## src/rtl/rv64dec_pkg.sv

```systemverilog
// Shared types, opcode and mnemonic codes, and funct3 lookup tables for the RV64I decoder.
// No dependencies; every other file in this block imports it.
`timescale 1ns / 1ps

package rv64dec_pkg;

	// Format type codes as seen on the format_type port.
	localparam logic [2:0] FT_ERR = 3'd0;
	localparam logic [2:0] FT_R   = 3'd1;
	localparam logic [2:0] FT_I   = 3'd2;
	localparam logic [2:0] FT_S   = 3'd3;
	localparam logic [2:0] FT_B   = 3'd4;
	localparam logic [2:0] FT_U   = 3'd5;
	localparam logic [2:0] FT_J   = 3'd6;

	// Major opcodes, bits 6:0 of the word.
	localparam logic [6:0] OPC_LUI    = 7'b0110111;
	localparam logic [6:0] OPC_AUIPC  = 7'b0010111;
	localparam logic [6:0] OPC_JAL    = 7'b1101111;
	localparam logic [6:0] OPC_JALR   = 7'b1100111;
	localparam logic [6:0] OPC_BRANCH = 7'b1100011;
	localparam logic [6:0] OPC_LOAD   = 7'b0000011;
	localparam logic [6:0] OPC_STORE  = 7'b0100011;
	localparam logic [6:0] OPC_OPIMM  = 7'b0010011;
	localparam logic [6:0] OPC_OP     = 7'b0110011;
	localparam logic [6:0] OPC_SYSTEM = 7'b1110011;
	localparam logic [6:0] OPC_OPIMMW = 7'b0011011;

	// funct3 values that pick special handling.
	localparam logic [2:0] F3_ADD = 3'd0;
	localparam logic [2:0] F3_SLL = 3'd1;
	localparam logic [2:0] F3_SR  = 3'd5;

	// Mnemonic codes.
	localparam logic [5:0] MN_UNSUP  = 6'd0;
	localparam logic [5:0] MN_LUI    = 6'd1;
	localparam logic [5:0] MN_AUIPC  = 6'd2;
	localparam logic [5:0] MN_JAL    = 6'd3;
	localparam logic [5:0] MN_J      = 6'd4;
	localparam logic [5:0] MN_RET    = 6'd5;
	localparam logic [5:0] MN_JALR   = 6'd6;
	localparam logic [5:0] MN_BEQ    = 6'd7;
	localparam logic [5:0] MN_BNE    = 6'd8;
	localparam logic [5:0] MN_BLT    = 6'd9;
	localparam logic [5:0] MN_BGE    = 6'd10;
	localparam logic [5:0] MN_BLTU   = 6'd11;
	localparam logic [5:0] MN_BGEU   = 6'd12;
	localparam logic [5:0] MN_LB     = 6'd13;
	localparam logic [5:0] MN_LH     = 6'd14;
	localparam logic [5:0] MN_LW     = 6'd15;
	localparam logic [5:0] MN_LD     = 6'd16;
	localparam logic [5:0] MN_LBU    = 6'd17;
	localparam logic [5:0] MN_LHU    = 6'd18;
	localparam logic [5:0] MN_LWU    = 6'd19;
	localparam logic [5:0] MN_SB     = 6'd20;
	localparam logic [5:0] MN_SH     = 6'd21;
	localparam logic [5:0] MN_SW     = 6'd22;
	localparam logic [5:0] MN_SD     = 6'd23;
	localparam logic [5:0] MN_LI     = 6'd24;
	localparam logic [5:0] MN_ADDI   = 6'd25;
	localparam logic [5:0] MN_SLTI   = 6'd26;
	localparam logic [5:0] MN_SLTIU  = 6'd27;
	localparam logic [5:0] MN_XORI   = 6'd28;
	localparam logic [5:0] MN_ORI    = 6'd29;
	localparam logic [5:0] MN_ANDI   = 6'd30;
	localparam logic [5:0] MN_SLLI   = 6'd31;
	localparam logic [5:0] MN_SRLI   = 6'd32;
	localparam logic [5:0] MN_SRAI   = 6'd33;
	localparam logic [5:0] MN_ADD    = 6'd34;
	localparam logic [5:0] MN_SUB    = 6'd35;
	localparam logic [5:0] MN_SLL    = 6'd36;
	localparam logic [5:0] MN_SLT    = 6'd37;
	localparam logic [5:0] MN_SLTU   = 6'd38;
	localparam logic [5:0] MN_XOR    = 6'd39;
	localparam logic [5:0] MN_SRL    = 6'd40;
	localparam logic [5:0] MN_SRA    = 6'd41;
	localparam logic [5:0] MN_OR     = 6'd42;
	localparam logic [5:0] MN_AND    = 6'd43;
	localparam logic [5:0] MN_EBREAK = 6'd44;
	localparam logic [5:0] MN_ECALL  = 6'd45;
	localparam logic [5:0] MN_ADDIW  = 6'd46;
	localparam logic [5:0] MN_SLLIW  = 6'd47;
	localparam logic [5:0] MN_SRLIW  = 6'd48;
	localparam logic [5:0] MN_SRAIW  = 6'd49;

	// One decoded item.
	typedef struct packed {
		logic [2:0]  fmt;
		logic [5:0]  mn;
		logic [4:0]  rd;
		logic [4:0]  rs1;
		logic [4:0]  rs2;
		logic [2:0]  f3;
		logic [6:0]  f7;
		logic [63:0] imm;
	} dec_t;

	// Branch mnemonic by funct3; unused codes give MN_UNSUP.
	function automatic logic [5:0] branch_mn(input logic [2:0] f3);
		logic [5:0] mn;
		unique case (f3)
			3'd0:    mn = MN_BEQ;
			3'd1:    mn = MN_BNE;
			3'd4:    mn = MN_BLT;
			3'd5:    mn = MN_BGE;
			3'd6:    mn = MN_BLTU;
			3'd7:    mn = MN_BGEU;
			default: mn = MN_UNSUP;
		endcase
		return mn;
	endfunction

	// Load mnemonic by funct3.
	function automatic logic [5:0] load_mn(input logic [2:0] f3);
		logic [5:0] mn;
		unique case (f3)
			3'd0:    mn = MN_LB;
			3'd1:    mn = MN_LH;
			3'd2:    mn = MN_LW;
			3'd3:    mn = MN_LD;
			3'd4:    mn = MN_LBU;
			3'd5:    mn = MN_LHU;
			3'd6:    mn = MN_LWU;
			default: mn = MN_UNSUP;
		endcase
		return mn;
	endfunction

	// Store mnemonic by funct3.
	function automatic logic [5:0] store_mn(input logic [2:0] f3);
		logic [5:0] mn;
		unique case (f3)
			3'd0:    mn = MN_SB;
			3'd1:    mn = MN_SH;
			3'd2:    mn = MN_SW;
			3'd3:    mn = MN_SD;
			default: mn = MN_UNSUP;
		endcase
		return mn;
	endfunction

	// Register-immediate arithmetic by funct3, before the LI and SRAI overrides.
	function automatic logic [5:0] opimm_mn(input logic [2:0] f3);
		logic [5:0] mn;
		unique case (f3)
			3'd0: mn = MN_ADDI;
			3'd1: mn = MN_SLLI;
			3'd2: mn = MN_SLTI;
			3'd3: mn = MN_SLTIU;
			3'd4: mn = MN_XORI;
			3'd5: mn = MN_SRLI;
			3'd6: mn = MN_ORI;
			3'd7: mn = MN_ANDI;
		endcase
		return mn;
	endfunction

	// Register-register arithmetic by funct3, before the SUB and SRA overrides.
	function automatic logic [5:0] op_mn(input logic [2:0] f3);
		logic [5:0] mn;
		unique case (f3)
			3'd0: mn = MN_ADD;
			3'd1: mn = MN_SLL;
			3'd2: mn = MN_SLT;
			3'd3: mn = MN_SLTU;
			3'd4: mn = MN_XOR;
			3'd5: mn = MN_SRL;
			3'd6: mn = MN_OR;
			3'd7: mn = MN_AND;
		endcase
		return mn;
	endfunction

endpackage

```

## src/rtl/rv64dec_core.sv

```systemverilog
// Combinational decode of one RV64I word into a dec_t item.
// Depends on rv64dec_pkg for codes, tables and the dec_t type.
`timescale 1ns / 1ps

module rv64dec_core (
	input  logic [31:0]        word,
	input  logic [63:0]        addr,
	output rv64dec_pkg::dec_t  dec
);
	import rv64dec_pkg::*;

	logic [6:0]  opc;
	logic [2:0]  f3;
	logic        b30;
	logic [63:0] imm_i;
	logic [63:0] imm_s;
	logic [63:0] imm_b;
	logic [63:0] imm_u;
	logic [63:0] imm_j;
	logic [2:0]  lay;
	logic [5:0]  mn;

	assign opc = word[6:0];
	assign f3  = word[14:12];
	assign b30 = word[30];

	// Sign-extended immediates for each layout.
	assign imm_i = {{52{word[31]}}, word[31:20]};
	assign imm_s = {{52{word[31]}}, word[31:25], word[11:7]};
	assign imm_b = {{51{word[31]}}, word[31], word[7], word[30:25], word[11:8], 1'b0};
	assign imm_u = {{32{word[31]}}, word[31:12], 12'b0};
	assign imm_j = {{43{word[31]}}, word[31], word[19:12], word[20], word[30:21], 1'b0};

	// Pick the layout and the mnemonic from opcode, funct3, bit 30 and, for some opcodes, the rd, rs1 or immediate field.
	always_comb begin
		lay = FT_ERR;
		mn  = MN_UNSUP;
		unique case (opc)
			OPC_LUI: begin
				lay = FT_U;
				mn  = MN_LUI;
			end
			OPC_AUIPC: begin
				lay = FT_U;
				mn  = MN_AUIPC;
			end
			OPC_JAL: begin
				lay = FT_J;
				mn  = (word[11:7] == 5'd0) ? MN_J : MN_JAL;
			end
			OPC_JALR: begin
				lay = FT_I;
				mn  = (word[11:7] == 5'd0) ? MN_RET : MN_JALR;
			end
			OPC_BRANCH: begin
				lay = FT_B;
				mn  = branch_mn(f3);
			end
			OPC_LOAD: begin
				lay = FT_I;
				mn  = load_mn(f3);
			end
			OPC_STORE: begin
				lay = FT_S;
				mn  = store_mn(f3);
			end
			OPC_OPIMM: begin
				lay = (f3 == F3_SLL || f3 == F3_SR) ? FT_R : FT_I;
				mn  = opimm_mn(f3);
				if (f3 == F3_ADD && word[19:15] == 5'd0) begin
					mn = MN_LI;
				end
				if (f3 == F3_SR && b30) begin
					mn = MN_SRAI;
				end
			end
			OPC_OP: begin
				lay = FT_R;
				mn  = op_mn(f3);
				if (b30 && f3 == F3_ADD) begin
					mn = MN_SUB;
				end
				if (b30 && f3 == F3_SR) begin
					mn = MN_SRA;
				end
			end
			OPC_SYSTEM: begin
				lay = FT_I;
				mn  = (word[31:20] != 12'd0) ? MN_EBREAK : MN_ECALL;
			end
			OPC_OPIMMW: begin
				if (f3 == F3_ADD) begin
					lay = FT_I;
					mn  = MN_ADDIW;
				end else begin
					lay = FT_R;
					if (f3 == F3_SLL) begin
						mn = MN_SLLIW;
					end else if (f3 == F3_SR) begin
						mn = b30 ? MN_SRAIW : MN_SRLIW;
					end
				end
			end
			default: begin
				lay = FT_ERR;
				mn  = MN_UNSUP;
			end
		endcase
	end

	// Extract the fields that the layout defines; the rest stay zero.
	// An unknown funct3 keeps the layout fields but reports an error format.
	always_comb begin
		dec     = '0;
		dec.mn  = mn;
		dec.fmt = (mn == MN_UNSUP) ? FT_ERR : lay;
		unique case (lay)
			FT_R: begin
				dec.rd  = word[11:7];
				dec.f3  = f3;
				dec.rs1 = word[19:15];
				dec.rs2 = word[24:20];
				dec.f7  = word[31:25];
			end
			FT_I: begin
				dec.rd  = word[11:7];
				dec.f3  = f3;
				dec.rs1 = word[19:15];
				dec.imm = imm_i;
			end
			FT_S: begin
				dec.f3  = f3;
				dec.rs1 = word[19:15];
				dec.rs2 = word[24:20];
				dec.imm = imm_s;
			end
			FT_B: begin
				dec.f3  = f3;
				dec.rs1 = word[19:15];
				dec.rs2 = word[24:20];
				dec.imm = imm_b;
			end
			FT_U: begin
				dec.rd  = word[11:7];
				dec.imm = imm_u;
			end
			FT_J: begin
				dec.rd  = word[11:7];
				// The J pseudo-instruction reports the absolute target.
				dec.imm = (mn == MN_J) ? (imm_j + addr) : imm_j;
			end
			default: begin
				dec.rd = 5'd0;
			end
		endcase
	end

endmodule

```

## src/rtl/rv64i_instruction_decoder_unit.sv

```systemverilog
// Top level of the RV64I decoder: input register, decode, output register, handshake.
// Depends on rv64dec_pkg and rv64dec_core.
//
//   channel | signals                                   | direction
//   --------+-------------------------------------------+----------
//   word    | word_valid, word_stall, instruction_word, | into block
//           | instruction_address                       |
//   dec     | dec_valid, dec_stall, format_type, ...    | out of block
//
// One item per cycle sustained while dec_stall is low; an accepted item passes
// through the input register, then the result register, to the outputs.
// Reset clears both valid flags; payload registers are not reset.
// A stall on the result channel holds the result register, and the input
// register takes at most one more item, then holds it and raises word_stall.
`timescale 1ns / 1ps

module rv64i_instruction_decoder_unit (
	input  logic               clk,
	input  logic               arst_n,
	input  logic               word_valid,
	output logic               word_stall,
	input  logic [31:0]        instruction_word,
	input  logic [63:0]        instruction_address,
	output logic               dec_valid,
	input  logic               dec_stall,
	output logic [2:0]         format_type,
	output logic [5:0]         mnemonic_code,
	output logic [4:0]         dest_reg,
	output logic [4:0]         src1_reg,
	output logic [4:0]         src2_reg,
	output logic [2:0]         func3_field,
	output logic [6:0]         func7_field,
	output logic signed [63:0] immediate
);
	import rv64dec_pkg::*;

	logic        valid_s1;
	logic [31:0] word_s1;
	logic [63:0] addr_s1;
	logic        valid_s2;
	dec_t        dec_s2;
	dec_t        dec_next;
	logic        accept;
	logic        load_s2;

	// Pipeline control: stage 2 loads from a valid stage 1 when empty or not stalled, stage 1 when empty or moving on.
	assign load_s2    = valid_s1 && (!valid_s2 || !dec_stall);
	assign word_stall = valid_s1 && !load_s2;
	assign accept     = word_valid && !word_stall;

	always_ff @(posedge clk or negedge arst_n) begin
		if (!arst_n) begin
			valid_s1 <= 1'b0;
			valid_s2 <= 1'b0;
		end else begin
			valid_s1 <= accept || (valid_s1 && !load_s2);
			valid_s2 <= load_s2 || (valid_s2 && dec_stall);
		end
	end

	// Input register.
	always_ff @(posedge clk) begin
		if (accept) begin
			word_s1 <= instruction_word;
			addr_s1 <= instruction_address;
		end
	end

	rv64dec_core u_core (
		.word (word_s1),
		.addr (addr_s1),
		.dec  (dec_next)
	);

	// Result register.
	always_ff @(posedge clk) begin
		if (load_s2) begin
			dec_s2 <= dec_next;
		end
	end

	assign dec_valid     = valid_s2;
	assign format_type   = dec_s2.fmt;
	assign mnemonic_code = dec_s2.mn;
	assign dest_reg      = dec_s2.rd;
	assign src1_reg      = dec_s2.rs1;
	assign src2_reg      = dec_s2.rs2;
	assign func3_field   = dec_s2.f3;
	assign func7_field   = dec_s2.f7;
	assign immediate     = $signed(dec_s2.imm);

endmodule

```

## config.mk

```make
export PLATFORM = sky130hd
export DESIGN_NAME = rv64i_instruction_decoder_unit
export DESIGN_NICKNAME = d
export VERILOG_FILES = /design/src/rtl/rv64dec_pkg.sv /design/src/rtl/rv64dec_core.sv /design/src/rtl/rv64i_instruction_decoder_unit.sv
export SDC_FILE = /design/constraint.sdc
export NUM_CORES = 1
export LEC_CHECK = 0
export BUFFER_PORTS_ARGS = -buffer_cell sky130_fd_sc_hd__buf_2
export CAP_MARGIN = 0
export CORE_ASPECT_RATIO = 1.75
export CORE_MARGIN = 2
export CORE_UTILIZATION = 25
export DETAILED_ROUTE_END_ITERATION = 6
export GPL_ROUTABILITY_DRIVEN = 0
export PLACE_DENSITY = 0.44
export SLEW_MARGIN = 10
export SYNTH_ARGS = -nofsm -noshare
export SYNTH_HDL_FRONTEND = slang
export SYNTH_SLANG_ARGS = --single-unit
```

## constraint.sdc

```tcl
create_clock -name clk -period 7.6 [get_ports clk]
set_clock_uncertainty 0.2 [all_clocks]
set_input_delay 0.76 -clock clk [delete_from_list [all_inputs] [get_ports clk]]
set_output_delay 0.76 -clock clk [all_outputs]
set_load 0.01 [all_outputs]
```

## Word-level counts from Yosys, hierarchy flattened

Memories as Yosys holds them, arrays and structs flattened. A register that Yosys moved wholly into a read port is not among the register bits.
Index checks and enable logic that the tools add are counted.

| storage, ports and cells | value |
|---|---|
| flip-flop bits (word level) | 196 |
| ROM bits | 80 |
| input bits | 100 |
| output and inout port bits | 100 |
| logic and storage cells | 87 |
| memories kept | 2 |

| cells by class | value |
|---|---|
| add/sub/neg operators | 1 |
| equal/unequal tests | 25 |
| multiplexer cells | 22 |
| reduce and logical (&&, ||, !) cells | 25 |

Memories:

| name | words | width | rd ports | clocked after memory_dff | write ports | line | text |
|---|---|---|---|---|---|---|---|
| (no name shown) | 8 | 6 | 1 | 1 | 0 | rv64dec_pkg.sv:145 | `unique case (f3)` |
| (no name shown) | 8 | 4 | 1 | 1 | 0 | rv64dec_pkg.sv:161 | `unique case (f3)` |

Operators with widths:

| kind | number |
|---|---|
| 64-bit case mux with 5 select lines | 1 |
| 6-bit case mux with 11 select lines | 1 |
| 64-bit adder | 1 |
| 64-bit two-way mux | 1 |
| 6-bit two-way mux | 7 |
| 5-bit case mux with 7 select lines | 1 |
| 7-bit equality test, second input constant | 4 |
| 3-bit case mux with 8 select lines | 1 |
| 4-bit case mux with 6 select lines | 1 |
| 3-bit equality test, second input constant | 7 |
| 7-bit by 5-bit equality test with 1-bit output, second input constant | 3 |
| 7-bit by 6-bit equality test with 1-bit output, second input constant | 3 |
| 5-bit case mux with 4 select lines | 1 |
| 3-bit by 2-bit equality test with 1-bit output, second input constant | 4 |
| 12-bit nonzero test | 1 |
| 5-bit zero test | 2 |
| 3-bit two-way mux | 3 |
| 4-bit OR reduction | 2 |
| 7-bit by 2-bit equality test with 1-bit output, second input constant | 1 |
| 1-bit logical AND | 7 |
| 3-bit by 1-bit equality test with 1-bit output, second input constant | 2 |
| 6-bit by 3-bit equality test with 1-bit output, second input constant | 1 |
| 6-bit zero test | 1 |
| 2-bit two-way mux | 3 |
| 6 further kinds | 14 |

## Depth between registers and ports, before layout

| depth | value |
|---|---|
| word-level depth | 8 |
| gate-level depth with buffers | 14 |
| gate-level depth less buffers | 13 |

## Cells and area by module

Synthesis repeated with hierarchy kept, for this count alone.

| unflattened totals | value |
|---|---|
| cell total of the unflattened synthesis | 1039 |
| area total of the unflattened synthesis | 11377.2 um2 |

By module, submodules not included:

| module | times used | cells an instance | area an instance (um2) | seq. area each (um2) |
|---|---|---|---|---|
| rv64i_instruction_decoder_unit | 1 | 202 | 5918.2 | 5875.6 |
| rv64dec_core | 1 | 837 | 5459.0 | 0.0 |

## Least setup slack after synthesis

No wires, ideal clock.

| timing | value |
|---|---|
| path kind | input to register |
| from | input dec_stall |
| to | register dec_s2, in the netlist dest_reg[0], enable pin |
| setup time | 705 ps |
| arrival | 7830 ps |
| data required time | 6695 ps |
| slack | -1135 ps |
| cell stages on the path | 1 |
| buffers on the path | 0 |
| cell sequence | a21boi_0 |

| on the way | value |
|---|---|
| word-level cells in the longest chain between the ends | 3 |

Ends and longest elaborated chain:

| what | line | text |
|---|---|---|
| from (decl) | rv64i_instruction_decoder_unit.sv:25 | `input logic dec_stall,` |
| 1-bit zero test | rv64i_instruction_decoder_unit.sv:47 | `assign load_s2 = valid_s1 && (!valid_s2 \|\| !dec_stall);` |
| 1-bit logical OR | rv64i_instruction_decoder_unit.sv:47 |  |
| 1-bit logical AND | rv64i_instruction_decoder_unit.sv:47 |  |
| to (signal assigned) | rv64i_instruction_decoder_unit.sv:78 | `dec_s2 <= dec_next;` |
| to (decl) | rv64i_instruction_decoder_unit.sv:41 | `dec_t dec_s2;` |

No other way between the ends.
A chain may end at the register's enable or synchronous reset.

## Final worst setup path

| timing | value |
|---|---|
| from | register word_s1[31] |
| to | register dec_s2, in the netlist immediate[63], data pin |

| on the way | value |
|---|---|
| word-level cells in the longest chain between the ends | 6 |
| elaborated cells between the ends (all ways) | 7 |
| classes of those cells | add/sub (1); eq/ne (1); mux (4); reduce/logical (1) |

Ends and longest elaborated chain:

| what | line | text |
|---|---|---|
| from (decl) | rv64i_instruction_decoder_unit.sv:38 | `logic [31:0] word_s1;` |
| from (signal assigned) | rv64i_instruction_decoder_unit.sv:64 | `word_s1 <= instruction_word;` |
| branches (longest 5 deep; another with 64-bit adder) | n/a |  |
| 64-bit case mux with 5 select lines * | rv64dec_core.sv:117 | `unique case (lay)` |

Every way passes the cells marked *.

==> metrics.md <==
| Metric | Value |
|---|---|
| Pwr dens | 224 nW/um^2 |
| Site row count | between 100 and 150 |
| Average wire per standard cell | between 20 and 25 um |
| Share of post-route cells with drive strength above 1 | 0.205 |
| Startpoint type of the worst setup path | flop |
| Status | complete, no violations |
| Top cell type's share of synthesized area | 0.497 |
| CP Capture Type | flop |
| Final core utilization | 0.302 |
| Diode count | 0 |
| Die Area | a little under 50000 um^2 |
| Cell-by-cell trace of the critical path | buf_4 -> ha_1 -> a21o_1 -> a21oi_1 -> o21ai_0 -> o22a_1 -> or3_1 -> o21ai_1 -> a2bb2oi_1 -> a31oi_1 -> or4b_1 -> and3_1 |
| Starting Density | 0.251 |
| Synth Cell Area | roughly 12000 um^2 |
| Ys async rst share | 0.00976 |
| DRT antenna net count | 0 |
| DRT Wirelength | 39700 um |
| P_int | between 2 and 2.5 mW |
| Critical Path RT | roughly 7.7 ns |
| Static leakage | about 5.7 nW |
| Hold Vio Cnt, Final | 0 |
| Setup crit start | word_s1[31] |
| Via count | slightly above 9000 |
| Post-synthesis register bit count | 205 |
| Pre-antenna DRT Iters | 7 |
| Vias per cell | around 5 |
| Post-cts resize count | 0 |
| Clock transition at the registers of the reported paths | roughly 0.070 ns |
| Clk sink count | 205 |
| Top post-synthesis cells by area | edfxtp_1, ha_1, a21oi_1, o21ai_0, xnor2_1 |
| Crit path max fanout | 50 |
| Finished Layout Cells | about 1900 |
| Drc violations | 0 |
| Synth warn | 0 |
| Dpl ws | 2.98 ns |
| Kind of cell adding the most delay to the critical path | compound AO/OA/AOI/OAI gates |
| Dpl cells | 1831 |
| Largest area contributor in the netlist | edfxtp_1 |
| Sequential power share | 0.440 |
| # IOs | 200 |
| Reg2Reg Launch Point | word_s1[31] |
| Logic pwr share | 0.185 |
| RSZ-0062 raised after global routing | no |
| Tot GR Track Use | 0.160 |
| Clock Path Buffers | 3 |
| Critical path class | flop to flop |
| P&R area growth vs syn | 20.2% |
| Post-CTS setup buffer count | 0 |
| Crit path arrival time | around 4.7 ns |
| Core Area | 46600 um^2 |
| Num CTS Buffers | 22 |
| Slowest stage delay, CP | 0.53 ns |
| Worst Setup Slack, final | slightly below 3 ns |
| Initial antenna violation count | 0 |
| Switch Pwr | slightly below 0.9 mW |
| Initial DRC Count | 609 |
| First-pass GRT wire length | 58900 um |
| Hold Crit Class | input port to flop |
| Switching share of power | 0.281 |
| Critical path buffers and inverters | 1 |
| Worst Tran Pin Value | ~1.1 ns |
| H-tree Lvls | 1 |
| Setup TNS Final | 0 ns |
| Die height | about 290 um |
| EDFF count, synth | around 190 |
| Slowest CP cell | or4b_1 |
| Chip Width | between 150 and 200 um |
| Dpl hpwl | approximately 31000 um |
| Clock share of power | 0.376 |
| Final setup vio count | 0 |
| Commonest cells in the synthesized netlist | edfxtp_1, a21oi_1, nor2_1, nand2_1, ha_1 |
| Net Count, Synth | 1260 |
| Hold_sp | instruction_address[18] |
| Power Total | 3.16 mW |
| Max-Cap Viols | 0 |
| Ys flop type | edfxtp_1 |
| Congestion Overflow GR | 0 |
| # nets final | between 1000 and 1500 |
| Peak supply drop | ~170 uV |
| Fin crit share | 0.608 |
| Number of I/O port buffers | 199 |
| Synth Instances | roughly 1100 |
| Max Slew Vio Count | 0 |
| Most common cell in the synthesized netlist | edfxtp_1 |
| CTS root buf | clkbuf_16 |
| Post-route minimum period | 4.62 ns |
| Mean post-synth cell area | 10.7 um^2 |
| Synth unique cells | 84 |
| Fill cells | approximately 4900 |
| Fmax | 0.216 GHz |
| Clk_lat worst skew | about 0.54 ns |
| Max-slew headroom at the worst pin | 0.237 |
| Pin count of the biggest net entering global routing | between 70 and 80 |
| Post-CTS Hold Buffers | 1 |
| TritonCTS clock tree | built |
| Register area share after synthesis | 0.517 |
| Number of global-route vias before repair | 9572 |
[cell families (layout without fill, tap and decap cells)]
| kind of cell | count (synthesis) | count (layout) | share of synthesized area |
|---|---|---|---|
| AO/OA/AOI/OAI | 343 | 343 | 0.189 |
| adder cells (fa/ha/maj) | 70 | 70 | 0.0754 |
| XOR/XNOR | 59 | 59 | 0.0441 |
| flip-flops | 205 | 205 | 0.517 |
| AND/OR/NAND/NOR | 315 | 315 | 0.139 |
| multiplexers | 4 | 4 | 0.00342 |
| buffers and inverters | 94 | 285 | 0.0321 |
[cell type report]
cell class | count | area, um^2 | area share
clock buffers | 24 | 579 | 0.0411
clock inverters | 13 | 199 | 0.0141
inverters | 40 | 153 | 0.0108
multi-input cells | 791 | 5290 | 0.376
flip-flops and latches | 205 | 6060 | 0.430
well taps | 588 | 736 | 0.0523
repair buffers | 208 | 1070 | 0.0757
[power groups by stage]
| stage | clock network [mW] | registers [mW] | logic, mW |
|---|---|---|---|
| 2_1_floorplan | 0 | 1.41 | 0.377 |
| 3_3_place_gp | 0 | 1.42 | 0.586 |
| 3_5_place_dp | 0 | 1.41 | 0.586 |
| 4_1_cts | 1.23 | 1.39 | 0.590 |
| 5_1_grt | 1.26 | 1.40 | 0.646 |
| 6_report | 1.18 | 1.39 | 0.583 |
[final timing paths]
path | endpoint | slack, ns | cells after the start
worst min register to register | dec_valid | 0.30 | 1
worst max register to register | immediate[63] | 2.98 | 12
worst min-delay path | addr_s1[18] | 0.19 | 1
max in group asynchronous | dec_valid | 6.77 | 2
worst max-delay path | immediate[63] | 2.98 | 12
min in group asynchronous | valid_s1 | 0.33 | 2
[routing by layer]
metal / part of all wire / global-route usage / wire, um
met5: 0 / 0 / 0
met4: 0.022 / 0.0437 / 866
met3: 0.041 / 0.0189 / 1620
met2: 0.58 / 0.331 / 23000
met1: 0.36 / 0.164 / 14300
[metrics by stage]
stage | hold WS, ns | cell area [um^2]
6_report | 0.195 | 14100
5_1_grt | 0.170 | 14100
4_1_cts | 0.161 | 14100
3_5_place_dp | 0.285 | 13300
3_3_place_gp | 0.268 | 13300
2_1_floorplan | 0.244 | 11700
[cells in the final DEF, fill, tap and decap left out, types with 17 or more instances in the layout]
cell / synthesis / layout
nand4_1: 17 / 17
o21ai_0: 64 / 64
inv_1: 39 / 39
ha_1: 69 / 69
xnor2_1: 36 / 36
a31oi_1: 18 / 18
nor3_1: 23 / 23
a21o_1: 36 / 36
nand3_1: 22 / 22
nor2b_1: 22 / 22
nand2_1: 70 / 70
nor2_1: 77 / 77
a21oi_1: 114 / 114
edfxtp_1: 194 / 194
clkbuf_16: 0 / 23
buf_2: 9 / 199
xor2_1: 23 / 23
(Power assumes the default switching activity.)
